File: src/rtl/sdlw_pkg.sv
`default_nettype none
package sdlw_pkg;

    // Frame geometry
    localparam int unsigned PAYLOAD_BYTES = 64;
    localparam int unsigned LEFT_W        = 7;
    localparam logic [LEFT_W-1:0] PAYLOAD_LOAD = LEFT_W'(PAYLOAD_BYTES);

    // Configuration port
    localparam int unsigned CFG_IDX_W = 8;
    localparam int unsigned CFG_VAL_W = 32;
    localparam logic [CFG_IDX_W-1:0] CFG_LFSR_TAPS     = CFG_IDX_W'(0);
    localparam logic [CFG_IDX_W-1:0] CFG_LFSR_SEED     = CFG_IDX_W'(1);
    localparam logic [CFG_IDX_W-1:0] CFG_FIRST_MARKER  = CFG_IDX_W'(2);
    localparam logic [CFG_IDX_W-1:0] CFG_SECOND_MARKER = CFG_IDX_W'(3);

    // Register reset values
    localparam logic [31:0] TAPS_RESET          = 32'h8020_0003;
    localparam logic [31:0] SEED_RESET          = 32'h0000_0001;
    localparam logic [7:0]  FIRST_MARKER_RESET  = 8'hAA;
    localparam logic [7:0]  SECOND_MARKER_RESET = 8'h55;

    // Queue between front and back
    localparam int unsigned Q_DEPTH = 2;
    localparam int unsigned Q_PTR_W = (Q_DEPTH > 1) ? $clog2(Q_DEPTH) : 1;
    localparam int unsigned Q_CNT_W = $clog2(Q_DEPTH + 1);

    typedef struct packed {
        logic [7:0] data;
        logic       last;
    } t_q_item;

    // Taps and seed load request towards the back
    typedef struct packed {
        logic        taps_we;
        logic        seed_we;
        logic [31:0] value;
    } t_lfsr_cfg;

endpackage
`default_nettype wire

File: src/rtl/sdlw_rx_if.sv
`default_nettype none
interface sdlw_rx_if;
    logic       valid;
    logic       ready;
    logic [7:0] rx_byte;

    modport source (output valid, output rx_byte, input ready);
    modport sink   (input valid, input rx_byte, output ready);
endinterface
`default_nettype wire

File: src/rtl/sdlw_tx_if.sv
`default_nettype none
interface sdlw_tx_if;
    logic       valid;
    logic       ready;
    logic [7:0] white_byte;
    logic       frame_end;

    modport source (output valid, output white_byte, output frame_end, input ready);
    modport sink   (input valid, input white_byte, input frame_end, output ready);
endinterface
`default_nettype wire

File: src/rtl/sdlw_cfg_if.sv
`default_nettype none
interface sdlw_cfg_if;
    logic                           valid;
    logic                           ready;
    logic [sdlw_pkg::CFG_IDX_W-1:0] index;
    logic [sdlw_pkg::CFG_VAL_W-1:0] value;

    modport source (output valid, output index, output value, input ready);
    modport sink   (input valid, input index, input value, output ready);
endinterface
`default_nettype wire

File: src/rtl/sdlw_front.sv
`default_nettype none
module sdlw_front (
    input  wire logic              i_clk,
    input  wire logic              i_rst_n,
    input  wire logic              i_valid,
    output logic                   o_ready,
    input  wire logic [7:0]        i_rx_byte,
    input  wire logic [7:0]        i_first_marker,
    input  wire logic [7:0]        i_second_marker,
    input  wire logic              i_q_full,
    output logic                   o_push,
    output sdlw_pkg::t_q_item      o_item
);

    localparam logic [1:0] PH_HUNT          = 2'd0;
    localparam logic [1:0] PH_GOT_FIRST     = 2'd1;
    localparam logic [1:0] PH_SECOND_CHANCE = 2'd2;
    localparam logic [1:0] PH_PAYLOAD       = 2'd3;

    logic [1:0]                  r_phase, n_phase;
    logic [sdlw_pkg::LEFT_W-1:0] r_left, n_left;
    logic                        accept;
    logic                        is_first, is_second, is_last;

    assign o_ready   = !i_q_full;
    assign accept    = i_valid && o_ready;
    assign is_first  = (i_rx_byte == i_first_marker);
    assign is_second = (i_rx_byte == i_second_marker);
    assign is_last   = (r_left <= sdlw_pkg::LEFT_W'(1));

    assign o_item.data = i_rx_byte;
    assign o_item.last = is_last;
    assign o_push      = accept && (r_phase == PH_PAYLOAD);

    always_comb begin
        n_phase = r_phase;
        n_left  = r_left;
        if (accept) begin
            case (r_phase)
                PH_HUNT: begin
                    if (is_first) n_phase = PH_GOT_FIRST;
                end
                PH_GOT_FIRST: begin
                    // second marker is tested first, so equal markers start the payload
                    if (is_second) begin
                        n_phase = PH_PAYLOAD;
                        n_left  = sdlw_pkg::PAYLOAD_LOAD;
                    end else if (is_first) begin
                        n_phase = PH_SECOND_CHANCE;
                    end else begin
                        n_phase = PH_HUNT;
                    end
                end
                PH_SECOND_CHANCE: begin
                    if (is_second) begin
                        n_phase = PH_PAYLOAD;
                        n_left  = sdlw_pkg::PAYLOAD_LOAD;
                    end else begin
                        n_phase = PH_HUNT;
                    end
                end
                PH_PAYLOAD: begin
                    if (is_last) begin
                        n_phase = PH_HUNT;
                        n_left  = '0;
                    end else begin
                        n_left  = r_left - sdlw_pkg::LEFT_W'(1);
                    end
                end
                default: begin
                    n_phase = PH_HUNT;
                end
            endcase
        end
    end

    always_ff @(posedge i_clk) begin
        if (!i_rst_n) begin
            r_phase <= PH_HUNT;
            r_left  <= '0;
        end else begin
            r_phase <= n_phase;
            r_left  <= n_left;
        end
    end

endmodule
`default_nettype wire

File: src/rtl/sdlw_queue.sv
`default_nettype none
module sdlw_queue (
    input  wire logic              i_clk,
    input  wire logic              i_rst_n,
    input  wire logic              i_push,
    input  wire sdlw_pkg::t_q_item i_item,
    input  wire logic              i_pop,
    output logic                   o_empty,
    output logic                   o_full,
    output sdlw_pkg::t_q_item      o_item
);

    sdlw_pkg::t_q_item            r_mem [sdlw_pkg::Q_DEPTH];
    logic [sdlw_pkg::Q_PTR_W-1:0] r_wr_ptr, r_rd_ptr;
    logic [sdlw_pkg::Q_CNT_W-1:0] r_count;
    logic                         do_push, do_pop;

    assign o_empty = (r_count == '0);
    assign o_full  = (r_count == sdlw_pkg::Q_CNT_W'(sdlw_pkg::Q_DEPTH));
    assign do_push = i_push && !o_full;
    assign do_pop  = i_pop && !o_empty;
    assign o_item  = r_mem[r_rd_ptr];

    always_ff @(posedge i_clk) begin
        if (do_push) r_mem[r_wr_ptr] <= i_item;
    end

    always_ff @(posedge i_clk) begin
        if (!i_rst_n) begin
            r_wr_ptr <= '0;
            r_rd_ptr <= '0;
            r_count  <= '0;
        end else begin
            if (do_push) begin
                r_wr_ptr <= (r_wr_ptr == sdlw_pkg::Q_PTR_W'(sdlw_pkg::Q_DEPTH - 1))
                            ? '0 : r_wr_ptr + sdlw_pkg::Q_PTR_W'(1);
            end
            if (do_pop) begin
                r_rd_ptr <= (r_rd_ptr == sdlw_pkg::Q_PTR_W'(sdlw_pkg::Q_DEPTH - 1))
                            ? '0 : r_rd_ptr + sdlw_pkg::Q_PTR_W'(1);
            end
            case ({do_push, do_pop})
                2'b10:   r_count <= r_count + sdlw_pkg::Q_CNT_W'(1);
                2'b01:   r_count <= r_count - sdlw_pkg::Q_CNT_W'(1);
                default: r_count <= r_count;
            endcase
        end
    end

endmodule
`default_nettype wire

File: src/rtl/sdlw_back.sv
`default_nettype none
module sdlw_back (
    input  wire logic               i_clk,
    input  wire logic               i_rst_n,
    input  wire sdlw_pkg::t_lfsr_cfg i_cfg,
    input  wire logic               i_q_empty,
    input  wire sdlw_pkg::t_q_item  i_item,
    output logic                    o_pop,
    output logic                    o_valid,
    input  wire logic               i_ready,
    output logic [7:0]              o_white_byte,
    output logic                    o_frame_end
);

    logic [31:0] r_taps;
    logic [31:0] r_lfsr, n_lfsr;
    logic [7:0]  mask;
    logic        r_valid;
    logic [7:0]  r_white;
    logic        r_last;

    // Eight Galois steps; the first bit shifted out lands in the mask MSB
    always_comb begin
        n_lfsr = r_lfsr;
        mask   = '0;
        for (int i = 0; i < 8; i++) begin
            mask[7-i] = n_lfsr[0];
            n_lfsr    = n_lfsr[0] ? ({1'b0, n_lfsr[31:1]} ^ r_taps) : {1'b0, n_lfsr[31:1]};
        end
    end

    assign o_pop        = !i_q_empty && (!r_valid || i_ready);
    assign o_valid      = r_valid;
    assign o_white_byte = r_white;
    assign o_frame_end  = r_last;

    always_ff @(posedge i_clk) begin
        if (!i_rst_n) begin
            r_taps  <= sdlw_pkg::TAPS_RESET;
            r_lfsr  <= sdlw_pkg::SEED_RESET;
            r_valid <= 1'b0;
        end else begin
            if (i_cfg.taps_we) r_taps <= i_cfg.value;
            if (i_cfg.seed_we) begin
                r_lfsr <= i_cfg.value;
            end else if (o_pop) begin
                r_lfsr <= n_lfsr;
            end
            if (o_pop) begin
                r_valid <= 1'b1;
            end else if (i_ready) begin
                r_valid <= 1'b0;
            end
        end
    end

    always_ff @(posedge i_clk) begin
        if (o_pop) begin
            r_white <= i_item.data ^ mask;
            r_last  <= i_item.last;
        end
    end

endmodule
`default_nettype wire

File: src/rtl/sync_deframer_lfsr_whitener.sv
`default_nettype none
// Byte-serial frame deframer with whitening. Each beat on i_rx carries one
// received byte; the block hunts for the first marker followed by the second
// marker (a repeated first marker gets one more chance), then passes the next
// PAYLOAD_BYTES bytes on o_tx, each XORed with eight bits of a right-shifting
// Galois LFSR, with frame_end set on the last byte. Header bytes produce no
// output beat. The LFSR advances only on payload bytes and runs on across
// frames; writing lfsr_seed (index 1) reloads it at once. Registers: 0 taps,
// 1 seed, 2 first marker, 3 second marker; other indexes are ignored, and the
// config port is always ready. Throughput is one byte per clock while the
// queue is not full: the marker FSM accepts a beat every cycle unless the
// two-entry queue that parts it from the whitening stage is full, and the
// eight LFSR steps are combinational ahead of the output register. An accepted
// payload byte passes through the queue and then the output register.
module sync_deframer_lfsr_whitener (
    input  wire logic   i_clk,
    input  wire logic   i_rst_n,
    sdlw_rx_if.sink     i_rx,
    sdlw_tx_if.source   o_tx,
    sdlw_cfg_if.sink    i_cfg
);

    logic [7:0]          r_first_marker;
    logic [7:0]          r_second_marker;
    logic                cfg_we;
    sdlw_pkg::t_lfsr_cfg lfsr_cfg;

    logic                q_push, q_pop, q_empty, q_full;
    sdlw_pkg::t_q_item   q_in, q_out;

    // Config writes are registered; never stall the port
    assign i_cfg.ready    = 1'b1;
    assign cfg_we         = i_cfg.valid;
    assign lfsr_cfg.taps_we = cfg_we && (i_cfg.index == sdlw_pkg::CFG_LFSR_TAPS);
    assign lfsr_cfg.seed_we = cfg_we && (i_cfg.index == sdlw_pkg::CFG_LFSR_SEED);
    assign lfsr_cfg.value   = i_cfg.value;

    // Hold the marker registers here; the front compares against them
    always_ff @(posedge i_clk) begin
        if (!i_rst_n) begin
            r_first_marker  <= sdlw_pkg::FIRST_MARKER_RESET;
            r_second_marker <= sdlw_pkg::SECOND_MARKER_RESET;
        end else begin
            if (cfg_we && (i_cfg.index == sdlw_pkg::CFG_FIRST_MARKER)) begin
                r_first_marker <= i_cfg.value[7:0];
            end
            if (cfg_we && (i_cfg.index == sdlw_pkg::CFG_SECOND_MARKER)) begin
                r_second_marker <= i_cfg.value[7:0];
            end
        end
    end

    // Front: classify each beat, forward payload bytes with their end flag
    sdlw_front u_front (
        .i_clk           (i_clk),
        .i_rst_n         (i_rst_n),
        .i_valid         (i_rx.valid),
        .o_ready         (i_rx.ready),
        .i_rx_byte       (i_rx.rx_byte),
        .i_first_marker  (r_first_marker),
        .i_second_marker (r_second_marker),
        .i_q_full        (q_full),
        .o_push          (q_push),
        .o_item          (q_in)
    );

    // Short queue so a stalled sink does not stop header hunting at once
    sdlw_queue u_queue (
        .i_clk   (i_clk),
        .i_rst_n (i_rst_n),
        .i_push  (q_push),
        .i_item  (q_in),
        .i_pop   (q_pop),
        .o_empty (q_empty),
        .o_full  (q_full),
        .o_item  (q_out)
    );

    // Back: advance the LFSR, whiten, register the output beat
    sdlw_back u_back (
        .i_clk        (i_clk),
        .i_rst_n      (i_rst_n),
        .i_cfg        (lfsr_cfg),
        .i_q_empty    (q_empty),
        .i_item       (q_out),
        .o_pop        (q_pop),
        .o_valid      (o_tx.valid),
        .i_ready      (o_tx.ready),
        .o_white_byte (o_tx.white_byte),
        .o_frame_end  (o_tx.frame_end)
    );

endmodule
`default_nettype wire

File: src/flat_wrapper.sv
// flat-port wrapper written by rule: the top's interface ports become plain ports
module sync_deframer_lfsr_whitener_flat 
  (i_clk, i_rst_n, i_rx_valid, i_rx_rx_byte, i_rx_ready, o_tx_valid, o_tx_white_byte, o_tx_frame_end, o_tx_ready, i_cfg_valid, i_cfg_index, i_cfg_value, i_cfg_ready);
  sdlw_rx_if i_rx_i ();
  sdlw_tx_if o_tx_i ();
  sdlw_cfg_if i_cfg_i ();
  input  wire logic i_clk;
  input  wire logic i_rst_n;
  input wire logic [$bits(i_rx_i.valid)-1:0] i_rx_valid;
  input wire logic [$bits(i_rx_i.rx_byte)-1:0] i_rx_rx_byte;
  output wire logic [$bits(i_rx_i.ready)-1:0] i_rx_ready;
  output wire logic [$bits(o_tx_i.valid)-1:0] o_tx_valid;
  output wire logic [$bits(o_tx_i.white_byte)-1:0] o_tx_white_byte;
  output wire logic [$bits(o_tx_i.frame_end)-1:0] o_tx_frame_end;
  input wire logic [$bits(o_tx_i.ready)-1:0] o_tx_ready;
  input wire logic [$bits(i_cfg_i.valid)-1:0] i_cfg_valid;
  input wire logic [$bits(i_cfg_i.index)-1:0] i_cfg_index;
  input wire logic [$bits(i_cfg_i.value)-1:0] i_cfg_value;
  output wire logic [$bits(i_cfg_i.ready)-1:0] i_cfg_ready;
  assign i_rx_i.valid = i_rx_valid;
  assign i_rx_i.rx_byte = i_rx_rx_byte;
  assign i_rx_ready = i_rx_i.ready;
  assign o_tx_valid = o_tx_i.valid;
  assign o_tx_white_byte = o_tx_i.white_byte;
  assign o_tx_frame_end = o_tx_i.frame_end;
  assign o_tx_i.ready = o_tx_ready;
  assign i_cfg_i.valid = i_cfg_valid;
  assign i_cfg_i.index = i_cfg_index;
  assign i_cfg_i.value = i_cfg_value;
  assign i_cfg_ready = i_cfg_i.ready;
  sync_deframer_lfsr_whitener u_core (.i_clk(i_clk), .i_rst_n(i_rst_n), .i_rx(i_rx_i), .o_tx(o_tx_i), .i_cfg(i_cfg_i));
endmodule
File: config.mk
export PLATFORM = sky130hd
export DESIGN_NAME = sync_deframer_lfsr_whitener_flat
export DESIGN_NICKNAME = d
export VERILOG_FILES = /design/src/rtl/sdlw_pkg.sv /design/src/rtl/sdlw_rx_if.sv /design/src/rtl/sdlw_tx_if.sv /design/src/rtl/sdlw_cfg_if.sv /design/src/rtl/sdlw_front.sv /design/src/rtl/sdlw_queue.sv /design/src/rtl/sdlw_back.sv /design/src/rtl/sync_deframer_lfsr_whitener.sv /design/src/flat_wrapper.sv
export SDC_FILE = /design/constraint.sdc
export NUM_CORES = 1
export LEC_CHECK = 0
export BUFFER_PORTS_ARGS = -buffer_cell sky130_fd_sc_hd__buf_2
export CAP_MARGIN = 20
export CORE_ASPECT_RATIO = 1.1
export CORE_MARGIN = 2
export CORE_UTILIZATION = 63
export DETAILED_ROUTE_END_ITERATION = 12
export HOLD_SLACK_MARGIN = 0.08
export PLACE_DENSITY = 0.83
export SLEW_MARGIN = 20
export SYNTH_ARGS = -nofsm -noshare
export SYNTH_HDL_FRONTEND = slang
export SYNTH_SLANG_ARGS = --single-unit
File: constraint.sdc
create_clock -name i_clk -period 6.62 [get_ports i_clk]
set_input_delay 0.662 -clock i_clk [delete_from_list [all_inputs] [get_ports i_clk]]
set_output_delay 0.662 -clock i_clk [all_outputs]
set_load 0.02 [all_outputs]
# Yosys cells after proc, flatten, opt, wreduce, memory -nomap -nowiden
# Memories as Yosys holds them, arrays and structs flattened. A register that Yosys moved wholly into a read port is not among the register bits.
# Cells that the tools add are included.
[classes]
n_addsub = 5
n_lt_le_gt_ge = 1
n_eq_ne = 14
n_mux = 28
bitwise_logic = 9
reduce_logical = 23
[ops]
columns = ["cell", "count"]
rows = [
  ["two-way mux 32 bit", 10],
  ["bitwise XOR 31 x 32 -> 32 bit", 8],
  ["== test 8 x 2 -> 1 bit (second input constant)", 2],
  ["== test 8 bit", 2],
  ["two-way mux 7 bit", 2],
  ["case mux 7 bit (2 select lines)", 1],
  ["two-way mux 2 bit", 5],
  ["logical AND 1 bit", 9],
  ["== test 2 bit (second input constant)", 4],
  ["== test 8 x 1 -> 1 bit (second input constant)", 1],
  ["zero test 8 bit", 1],
  ["two-way mux 1 bit", 8],
  ["case mux 2 bit (4 select lines)", 1],
  ["nonzero test 2 bit", 4],
  ["bitwise XOR 8 bit", 1],
  ["<= comparator 7 x 1 -> 1 bit (second input constant)", 1],
  ["subtractor 7 x 1 -> 7 bit (second input constant)", 1],
  ["AND reduction 3 bit", 2],
  ["== test 2 x 1 -> 1 bit (second input constant)", 2],
  ["zero test 2 bit", 2],
  ["!= test 2 bit (second input constant)", 2],
  ["case mux 2 bit (2 select lines)", 1],
  ["zero test 1 bit", 3],
  ["adder 1 bit (second input constant)", 2],
  ["other kinds (5)", 5],
]
[word_totals]
ff_bits = 103
mem_bits_rw = 18
mem_count = 1
[mem_list]
columns = ["memory", "depth", "word_bits", "read_ports", "rd_clocked_by_memory_dff", "write_ports", "line_no", "source"]
rows = [
  ["u_core.u_queue.r_mem", 2, 9, 1, 1, 1, "sdlw_queue.sv:13", "sdlw_pkg::t_q_item r_mem [sdlw_pkg::Q_DEPTH];"],
]

# Depth between registers and ports, before layout
# Gate-level depths: netlist (run 1).
[logic_depth]
ltp_word = 18
mapped_depth = 17
ltp_nobuf = 12

# By module
# Synthesis (run 1) repeated with hierarchy kept, for this count alone.
[hier_totals]
hier_cells = 1123
hier_area_um2 = 9559.2
[modules_own_cells]
columns = ["module", "instances", "cells_per_inst", "area_each_um2", "seq_area_each_um2"]
rows = [
  ["sdlw_back", 1, 884, 7076.8, 1571.5],
  ["sdlw_queue", 1, 54, 883.3, 640.6],
  ["sdlw_front", 1, 107, 855.8, 180.2],
  ["sync_deframer_lfsr_whitener", 1, 78, 743.2, 320.3],
]

# Worst setup path after synthesis (run 1)
# OpenSTA, ideal clock, no wires.
[synth_timing]
path_type = "register to register"
startpoint = "register u_core.u_back.r_lfsr[0]"
endpoint = "register u_core.u_back.r_lfsr[26]"
arrival_ns = 3.173
setup_slack_ns = 3.309
stages_incl_launch_ff = 14
path_cell_list = "dfxtp_1 -> buf_6 -> mux2_4 -> a221oi_4 -> xnor2_2 -> xnor3_1 -> a22oi_1 -> a22oi_4 -> mux2i_1 -> xnor3_2 -> buf_6 -> nand2_2 -> xnor2_1 -> o221ai_1"
[synth_between]
elab_chain_len = 16
word_cells_on_any_way = 17
[synth_lines]
columns = ["item", "line_no", "source"]
rows = [
  ["start: declaration", "sdlw_back.sv:16", "logic [31:0] r_lfsr, n_lfsr;"],
  ["start signal: assignment", "sdlw_back.sv:40", "r_lfsr <= sdlw_pkg::SEED_RESET;"],
  ["start signal: assignment", "sdlw_back.sv:45", "r_lfsr <= i_cfg.value;"],
  ["start signal: assignment", "sdlw_back.sv:47", "r_lfsr <= n_lfsr;"],
  ["two-way mux 32 bit *", "sdlw_back.sv:28", "n_lfsr = n_lfsr[0] ? ({1'b0, n_lfsr[31:1]} ^ r_taps) : {1'b0, n_lfsr[31:1]};"],
  ["bitwise XOR 31 x 32 -> 32 bit", "sdlw_back.sv:28", ""],
  ["two-way mux 32 bit * (2 in series)", "sdlw_back.sv:28", ""],
  ["bitwise XOR 31 x 32 -> 32 bit or two-way mux 32 bit (tied branches)", "sdlw_back.sv:28", ""],
  ["two-way mux 32 bit *", "sdlw_back.sv:28", ""],
  ["bitwise XOR 31 x 32 -> 32 bit or two-way mux 32 bit (tied branches)", "sdlw_back.sv:28", ""],
  ["two-way mux 32 bit *", "sdlw_back.sv:28", ""],
  ["bitwise XOR 31 x 32 -> 32 bit or two-way mux 32 bit (tied branches)", "sdlw_back.sv:28", ""],
  ["two-way mux 32 bit *", "sdlw_back.sv:28", ""],
  ["bitwise XOR 31 x 32 -> 32 bit or two-way mux 32 bit (tied branches)", "sdlw_back.sv:28", ""],
  ["two-way mux 32 bit *", "sdlw_back.sv:28", ""],
  ["bitwise XOR 31 x 32 -> 32 bit or two-way mux 32 bit (tied branches)", "sdlw_back.sv:28", ""],
  ["two-way mux 32 bit *", "sdlw_back.sv:28", ""],
  ["two-way mux 32 bit *", "sdlw_back.sv:46", "end else if (o_pop) begin"],
  ["two-way mux 32 bit *", "sdlw_back.sv:44", "if (i_cfg.seed_we) begin"],
]
# Mark *: on every way between the ends. The rest lies on a longest branch, timed or not. The select of a mux whose other input is x is not followed.
# A chain may end at the register's enable or synchronous reset.

# Worst setup path after layout (run 1)
[layout_timing]
startpoint = "register u_core.u_back.r_lfsr[0]"
endpoint = "register u_core.u_back.r_lfsr[1]"
[layout_between]
elab_chain_len = 17
[layout_lines]
columns = ["item", "line_no"]
rows = [
  ["two-way mux 32 bit *", "sdlw_back.sv:28"],
  ["bitwise XOR 31 x 32 -> 32 bit", "sdlw_back.sv:28"],
  ["two-way mux 32 bit *", "sdlw_back.sv:28"],
  ["bitwise XOR 31 x 32 -> 32 bit", "sdlw_back.sv:28"],
  ["two-way mux 32 bit *", "sdlw_back.sv:28"],
  ["bitwise XOR 31 x 32 -> 32 bit", "sdlw_back.sv:28"],
  ["two-way mux 32 bit *", "sdlw_back.sv:28"],
  ["bitwise XOR 31 x 32 -> 32 bit", "sdlw_back.sv:28"],
  ["two-way mux 32 bit *", "sdlw_back.sv:28"],
  ["bitwise XOR 31 x 32 -> 32 bit", "sdlw_back.sv:28"],
  ["two-way mux 32 bit *", "sdlw_back.sv:28"],
  ["bitwise XOR 31 x 32 -> 32 bit", "sdlw_back.sv:28"],
  ["two-way mux 32 bit *", "sdlw_back.sv:28"],
  ["bitwise XOR 31 x 32 -> 32 bit", "sdlw_back.sv:28"],
  ["two-way mux 32 bit *", "sdlw_back.sv:28"],
  ["two-way mux 32 bit *", "sdlw_back.sv:46"],
  ["two-way mux 32 bit *", "sdlw_back.sv:44"],
]
# Marks and branches as above.

==> metrics.cfg, run 1 <==
[detailed_routing]
drtIter0Drc = 837
drc = 0
num_vias = 7930
final_antenna_net_count = 0
drtPass1Iterations = 7
wl_per_cell_um = 16.4
totalWireLength_mm = 22.2
viasPerCell = 5.84

[die]
core_area_um2 = 14400
die_w_um = 120
die-height_um = 131
initial_core_util = 0.643
design.die.area_um2 = 15700
io_pins = 65
rows = 46

[worst_hold_path]
hp-class = in -> reg
min_from = i_rx_rx_byte[4]
hold_depth = 1
whs_endpoint = u_core.u_queue.r_mem[0][5]$_DFFE_PP_

[logic_synthesis]
synthFlopType = dfxtp_1
syn_inst = 1160
ys_types = 71
synth_edf_count = 27
ys_ff_latch = 122
seq_area_frac_synth = 0.293
yosysWarnings = 0
async_reset_ff_frac = 0
avgSynthCellArea_um2 = 7.98
syn_area_um2 = 9260
synth_nets = 1220

[timing]
worst_pin_slew_ns = 0.997
slew_headroom = 0.336
tns_ns = 0
period_needed_ns = 5.36
finalClockSkew_ns = 0.0112
setup_slack_ns = 1.26
setup_viol = 0
rsz0062_at_grt = no
drv_slew = 0
hold_violations = 0
fin_crit_sh = 0.810
fmaxAchievable_mhz = 187

[pwr]
power.density_nw_per_um2 = 355
peakVddDrop_uv = 261
cellLeakagePower_nw = 3.50

[clocking]
cts_resized = 0
clockRootBuffer = clkbuf_16
clk_pin_slew_ns = 0.06
cts_buffers = 17
cts_tree = yes
hold_buffers = 0
cts_buffer_depth = 2
cts_setup_buffers = 0
clkLatencyLatePin_ns = 0.44
clock-sinks = 122
htree_num_levels = 4

[setup_path]
r2r_end = u_core.u_back.r_lfsr[1]$_SDFFE_PN0P_
end_kind = flop
arrival_ns = 5.66
r2r-start = u_core.u_back.r_lfsr[0]$_SDFFE_PN1P_
path_max_fanout = 45
critPathMaxStageDelay_ns = 0.97
worstPathRequired_ns = 6.92
slowest_stage = dfxtp_2
crit_type = reg -> reg
r2r_slack_ns = 1.26
worstSetupStartpointType = flop
cp_cell_sequence = inv_1 -> a211oi_1 -> or4_1 -> nand2_4 -> a2111oi_2 -> a211oi_1 -> and4bb_1 -> buf_4 -> nand2_1 -> xnor3_2 -> buf_4 -> nand2_2 -> xnor2_1 -> o211ai_1
ff2ff_path_depth = 14
cp-startpoint = u_core.u_back.r_lfsr[0]$_SDFFE_PN1P_

[cells_and_area]
postLayoutCoreUtil = 0.698
fillers = 1107
antennaDiodeCount = 0
fin_nets = 1212
area_growth_pct = 8.52
drive_gt1_frac = 0.142

[status]
status = finished, final reports clean

[grt]
grt_max_degree = 46
gr-usage-all-layers = 0.293
grt-ovfl-total = 0
grt_pass1_wl_mm = 37.1
antenna_found_initial = 0
grt_pass1_vias = 7689

[placement]
gp_congestion = 0.896
dpl.hpwl_mm = 14.8
io_buffers = 63
dp_worst_setup_slack_ns = 1.38

[job]
cap_violations = 0

state kept, by name, indices dropped and copies added, names as in the netlist, named ones only:
| signal | cells |
|---|---|
| u_core.u_queue.r_mem | 18 |
| u_core.r_second_marker | 8 |
| u_core.u_back.r_taps | 32 |
| u_core.u_queue.r_wr_ptr | 1 |
| u_core.u_queue.r_rd_ptr | 1 |
| u_core.u_front.r_left | 7 |
| u_core.u_back.o_white_byte | 8 |
| u_core.u_queue.r_count | 2 |
| u_core.r_first_marker | 8 |
| u_core.u_back.o_valid | 1 |
| u_core.u_back.o_frame_end | 1 |
| u_core.u_back.r_lfsr | 32 |
| u_core.u_front.r_phase | 2 |
cell families (layout without fill, tap and decap cells):
| logic type | Yosys count | count (layout) | share of synthesized area |
|---|---|---|---|
| XOR/XNOR | 277 | 277 | 0.274 |
| other | 1 | 1 | 0.000405 |
| flip-flops | 122 | 122 | 0.293 |
| AO/OA/AOI/OAI | 121 | 121 | 0.0956 |
| multiplexers | 32 | 32 | 0.0353 |
| adder cells (fa/ha/maj) | 7 | 7 | 0.00946 |
| AND/OR/NAND/NOR | 483 | 483 | 0.233 |
| buffers and inverters | 117 | 122 | 0.0596 |
stage by stage:
stage | total power, mW | std cells | hold WS, ns | cell area, um2
2_1_floorplan | 2.38 | 1160 | 0.454 | 9260
3_3_place_gp | 2.56 | 1324 | 0.463 | 9430
3_5_place_dp | 2.59 | 1324 | 0.481 | 9430
4_1_cts | 3.56 | 1356 | 0.459 | 10000
5_1_grt | 3.74 | 1357 | 0.471 | 10000
6_report | 3.56 | 1357 | 0.471 | 10000
layer usage:
layer | vias to the layer above | share of wire | track usage
li1 | 3799 | - | -
met1 | 3766 | 0.40 | 0.350
met2 | 300 | 0.49 | 0.498
met3 | 65 | 0.066 | 0.0530
met4 | 0 | 0.042 | 0.159
met5 | - | 0 | 0
where the power goes:
group          switching [mW]  total (mW)  internal [mW]
Clock                   0.390       0.961          0.571
Combinational            1.07        1.69          0.626
Sequential             0.0781       0.909          0.831
cell usage in the layout (no fill, tap or decap), types with 3 or more instances in the layout:
cell type and count:
a211oi_1 4, a21o_1 4, a21oi_1 37, a311oi_1 3, and2_1 5, and3_1 4
buf_2 63, buf_4 14, clkbuf_16 17, dfxtp_1 94, edfxtp_1 27, ha_1 7
inv_1 10, inv_6 4, inv_8 5, mux2i_1 30, nand2_1 296, nand2_2 29
nand2b_1 4, nand3_1 42, nand3b_1 3, nand4_1 33, nor2_1 40, nor2b_1 3
nor3_1 3, nor4_1 4, o211ai_1 29, o21ai_0 17, o221ai_1 4, or3_1 6
xnor2_1 227, xnor2_2 6, xor2_1 39
cell type report:
| type | instances | area (um2) | area share |
|---|---|---|---|
| clock inverter | 15 | 181 | 0.0181 |
| inverter | 13 | 48.8 | 0.00486 |
| clock buffer | 17 | 425 | 0.0424 |
| multi-input combinational | 921 | 6010 | 0.599 |
| sequential | 122 | 2710 | 0.270 |
| tap | 192 | 240 | 0.0239 |
| timing repair buffer | 77 | 420 | 0.0419 |
synth_stat cells (all sizes together) (2+ instances only):
| cell type | n | share of area |
|---|---|---|
| nand4 | 33 | 0.022 |
| nor3 | 4 | 0.0022 |
| or2 | 2 | 0.0014 |
| clkbuf | 62 | 0.025 |
| o221ai | 4 | 0.0038 |
| nor4 | 4 | 0.0027 |
| clkinv | 2 | 0.00081 |
| xor2 | 40 | 0.040 |
| or3 | 6 | 0.0041 |
| and4bb | 2 | 0.0027 |
| a22oi | 3 | 0.0039 |
| nand2 | 326 | 0.14 |
| buf | 42 | 0.029 |
| a311oi | 3 | 0.0028 |
| and3 | 4 | 0.0027 |
| dfxtp | 95 | 0.21 |
| a221oi | 4 | 0.0064 |
| mux2i | 30 | 0.032 |
| xnor3 | 3 | 0.0074 |
| mux2 | 2 | 0.0028 |
| a211oi | 5 | 0.0054 |
| o211ai | 30 | 0.025 |
| a21boi | 2 | 0.0016 |
| nand2b | 4 | 0.0027 |
| inv | 11 | 0.0045 |
| nand3 | 42 | 0.023 |
| a21o | 4 | 0.0032 |
| nor2b | 4 | 0.0030 |
| o21ai | 18 | 0.0097 |
| edfxtp | 27 | 0.088 |
| xnor2 | 234 | 0.23 |
| nand3b | 3 | 0.0024 |
| ha | 7 | 0.0095 |
| nor2 | 40 | 0.016 |
| and2 | 5 | 0.0034 |
| or4 | 2 | 0.0016 |
| a21oi | 37 | 0.020 |
how the worst max path moves through the flow:
stage / to / slack [ns] / cells after the start
4_1_cts: u_core.u_back.r_lfsr[1]$_SDFFE_PN0P_ / 1.35 / 14
2_1_floorplan: u_core.u_back.r_lfsr[26]$_SDFFE_PN0P_ / 3.31 / 13
3_5_place_dp: u_core.u_back.r_lfsr[1]$_SDFFE_PN0P_ / 1.38 / 14
3_3_place_gp: u_core.u_back.r_lfsr[1]$_SDFFE_PN0P_ / 1.53 / 15
6_report: u_core.u_back.r_lfsr[1]$_SDFFE_PN0P_ / 1.26 / 14
5_1_grt: u_core.u_back.r_lfsr[1]$_SDFFE_PN0P_ / 0.96 / 14
critical path, delay by kind of cell, from the launching register on:
kind / cells / cell delay (ns)
AO/OA/AOI/OAI: 4 / 1.29
XOR/XNOR: 2 / 1.05
AND/OR/NAND/NOR: 5 / 0.99
flip-flops: 1 / 0.97
buffers and inverters: 3 / 0.92
(Power assumes the default switching activity.)
==> inputs of run 2 (changes only) <==
--- a/config.mk
+++ b/config.mk
@@ -5,14 +5,15 @@
 export SDC_FILE = /design/constraint.sdc
 export NUM_CORES = 1
 export LEC_CHECK = 0
+export ABC_AREA = 1
 export BUFFER_PORTS_ARGS = -buffer_cell sky130_fd_sc_hd__buf_2
 export CAP_MARGIN = 20
 export CORE_ASPECT_RATIO = 1.1
 export CORE_MARGIN = 2
-export CORE_UTILIZATION = 63
+export CORE_UTILIZATION = 62
 export DETAILED_ROUTE_END_ITERATION = 12
 export HOLD_SLACK_MARGIN = 0.08
-export PLACE_DENSITY = 0.83
+export PLACE_DENSITY = 0.81
 export SLEW_MARGIN = 20
 export SYNTH_ARGS = -nofsm -noshare
 export SYNTH_HDL_FRONTEND = slang
==> constraint.sdc (replaced) <==
create_clock -name i_clk -period 5.6 [get_ports i_clk]
set_input_delay 0.56 -clock i_clk [delete_from_list [all_inputs] [get_ports i_clk]]
set_output_delay 0.56 -clock i_clk [all_outputs]
set_load 0.02 [all_outputs]
==> metrics.cfg, run 2 <==
[grt]
grt_pass1_vias = 9299
grt_max_degree = 64
grt_pass1_wl_mm = 44.2
grt-ovfl-total = 0
antenna_found_initial = 0
gr-usage-all-layers = 0.315

[timing]
drv_slew = 0
fmaxAchievable_mhz = 208
rsz0062_at_grt = no
setup_viol = 0
finalClockSkew_ns = 0.0166
fin_crit_sh = 0.859
hold_violations = 0
tns_ns = 0
slew_headroom = 0.340
period_needed_ns = 4.81
worst_pin_slew_ns = 0.986

[clocking]
clk_pin_slew_ns = 0.06
htree_num_levels = 4
cts_buffer_depth = 2
cts_buffers = 17
cts_tree = yes
cts_resized = 0
clock-sinks = 122
clockRootBuffer = clkbuf_16
hold_buffers = 0
cts_setup_buffers = 0
clkLatencyLatePin_ns = 0.44

[logic_synthesis]
synthDominantCellAreaShare = 0.190
synthTopCellsByCount = nand2_1, nand3_1, inv_1, dfxtp_1, o21ai_0
ys_top_cells_by_area = dfxtp_1, nand2_1, nand3_1, inv_1, edfxtp_1
syn_inst = 1653
yosysWarnings = 0
syn_area_um2 = 10000
synth_top_cell_by_area = dfxtp_1
ys_ff_latch = 122
seq_area_frac_synth = 0.271
yosys.cell_count.top_type = nand2_1
synth_nets = 1713
synth_edf_count = 27
avgSynthCellArea_um2 = 6.05
async_reset_ff_frac = 0
synthFlopType = dfxtp_1
ys_types = 38

[die]
die_w_um = 125
design.die.area_um2 = 17200
io_pins = 65
die-height_um = 137
initial_core_util = 0.636
rows = 48
core_area_um2 = 15700

[setup_path]
worstPathRequired_ns = 5.91
r2r_slack_ns = 0.79
end_kind = flop
r2r-start = u_core.u_back.r_lfsr[0]$_SDFFE_PN1P_
worstSetupStartpointType = flop
r2r_end = u_core.u_back.r_lfsr[0]$_SDFFE_PN1P_
crit_type = reg -> reg
path_max_fanout = 63
arrival_ns = 5.12
crit_top_cell = nand2_1
ff2ff_path_depth = 23
critPathMaxStageDelay_ns = 0.78
cp_cell_sequence = nand3_2 -> nand2_4 -> nand2_1 -> nand2_1 -> inv_2 -> nor2_1 -> nand3_1 -> nand2_2 -> buf_4 -> nand2_2 -> xor2_1 -> nand2_1 -> nand2_4 -> nand2_2 -> nand2_2 -> nand2_2 -> nor2_1 -> nand2_1 -> nand2_4 -> nand2_1 -> xnor2_1 -> nand2_1 -> nand2_1
slowest_stage = dfxtp_1

[cells_and_area]
postLayoutCoreUtil = 0.689
mostFrequentLayoutCell = nand2_1
antennaDiodeCount = 0
drive_gt1_frac = 0.0854
fin_nets = 1710
reg_top3 = u_core.u_back.r_lfsr: 32 flops, u_core.u_back.r_taps: 32 flops, u_core.u_queue.r_mem: 18 flops
area_growth_pct = 8.34
layout_common_cells = nand2_1, nand3_1, inv_1
fillers = 1376

[detailed_routing]
drc = 0
num_vias = 10352
drtPass1Iterations = 5
drtIter0Drc = 932
final_antenna_net_count = 0
totalWireLength_mm = 26.9
wl_per_cell_um = 14.4
viasPerCell = 5.56

[job]
cap_violations = 0

[placement]
io_buffers = 63
dpl.hpwl_mm = 17.7
gp_congestion = 0.846

[worst_hold_path]
whs_endpoint = u_core.u_back.r_taps[1]$_SDFFE_PN1P_
hold_depth = 3
min_from = i_cfg_value[1]
hp-class = in -> reg

[status]
status = finished, final reports clean

-- run 2: cell count changes after synthesis, moves of 17 or more --
| cell | before | now |
|---|---|---|
| nand2_2 | 28 | 6 |
| inv_1 | 10 | 239 |
| xor2_1 | 39 | 66 |
| o211ai_1 | 29 | 7 |
| a21oi_1 | 37 | 82 |
| mux2i_1 | 30 | 8 |
| nand2_1 | 297 | 503 |
| o21ai_0 | 17 | 93 |
| nand4_1 | 33 | 6 |
| buf_2 | 12 | 29 |
| xnor2_1 | 229 | 41 |
| nand3_1 | 42 | 255 |
-- run 2: cells by family after synthesis --
family	count (synthesis)	share of synthesized area
simple gates	853	0.364
buf+inv	345	0.141
other cells	1	0.000375
fa+ha+maj	7	0.00875
flops	122	0.271
xor+xnor	107	0.0937
mux	9	0.00913
compound gates	209	0.112
-- run 2: final cells by class --
class / instances / area, um2 / area share
multi-input cells: 1186 / 5890 / 0.544
well taps: 200 / 250 / 0.0231
flip-flops and latches: 122 / 2710 / 0.250
inverters: 245 / 920 / 0.0848
clock inverters: 15 / 190 / 0.0175
clock buffers: 17 / 425 / 0.0392
repair buffers: 78 / 448 / 0.0413
-- run 2: critical path: cells and delay by family, from the launching register on --
kind          cells  cell delay (ns)
xor+xnor          2             0.32
simple gates     19             3.24
buf+inv           2             0.30
flops             1             0.78
-- run 2: how the worst max path moves through the flow --
stage / start / end / slack, ns / cells after the start
after global routing: u_core.u_back.r_lfsr[0]$_SDFFE_PN1P_ / u_core.u_back.r_lfsr[0]$_SDFFE_PN1P_ / 0.23 / 23
after CTS: u_core.u_back.r_lfsr[0]$_SDFFE_PN1P_ / u_core.u_back.r_lfsr[0]$_SDFFE_PN1P_ / 0.87 / 23
final: u_core.u_back.r_lfsr[0]$_SDFFE_PN1P_ / u_core.u_back.r_lfsr[0]$_SDFFE_PN1P_ / 0.79 / 23
after detailed placement: u_core.u_back.r_lfsr[0]$_SDFFE_PN1P_ / u_core.u_back.r_lfsr[0]$_SDFFE_PN1P_ / 0.89 / 23
after global placement: u_core.u_back.r_lfsr[0]$_SDFFE_PN1P_ / u_core.u_back.r_lfsr[0]$_SDFFE_PN1P_ / 1.12 / 23
after floorplan: u_core.u_back.r_lfsr[0]$_SDFFE_PN1P_ / u_core.u_back.r_lfsr[14]$_SDFFE_PN0P_ / 2.96 / 22
-- run 2: layer usage --
| layer | vias to the layer above | track usage | wire length (um) |
|---|---|---|---|
| met5 | - | 0 | 0 |
| met4 | 0 | 0.115 | 643 |
| met3 | 67 | 0.0544 | 1800 |
| met2 | 381 | 0.548 | 12800 |
| met1 | 4708 | 0.397 | 11700 |
| li1 | 5196 | - | - |
-- run 2: metrics by stage --
stage               worst slack [ns]  hold WS [ns]  area, um2  cells
floorplan                       2.96         0.426      10000   1653
global placement                1.12         0.435      10200   1830
detailed placement             0.890         0.442      10200   1830
CTS                            0.872         0.370      10800   1862
global route                   0.228         0.369      10800   1863
finish                         0.789         0.379      10800   1863
Power of run 2 is not shown: default switching activity piles up to over one toggle a cycle in this logic, so the estimate is an artifact.
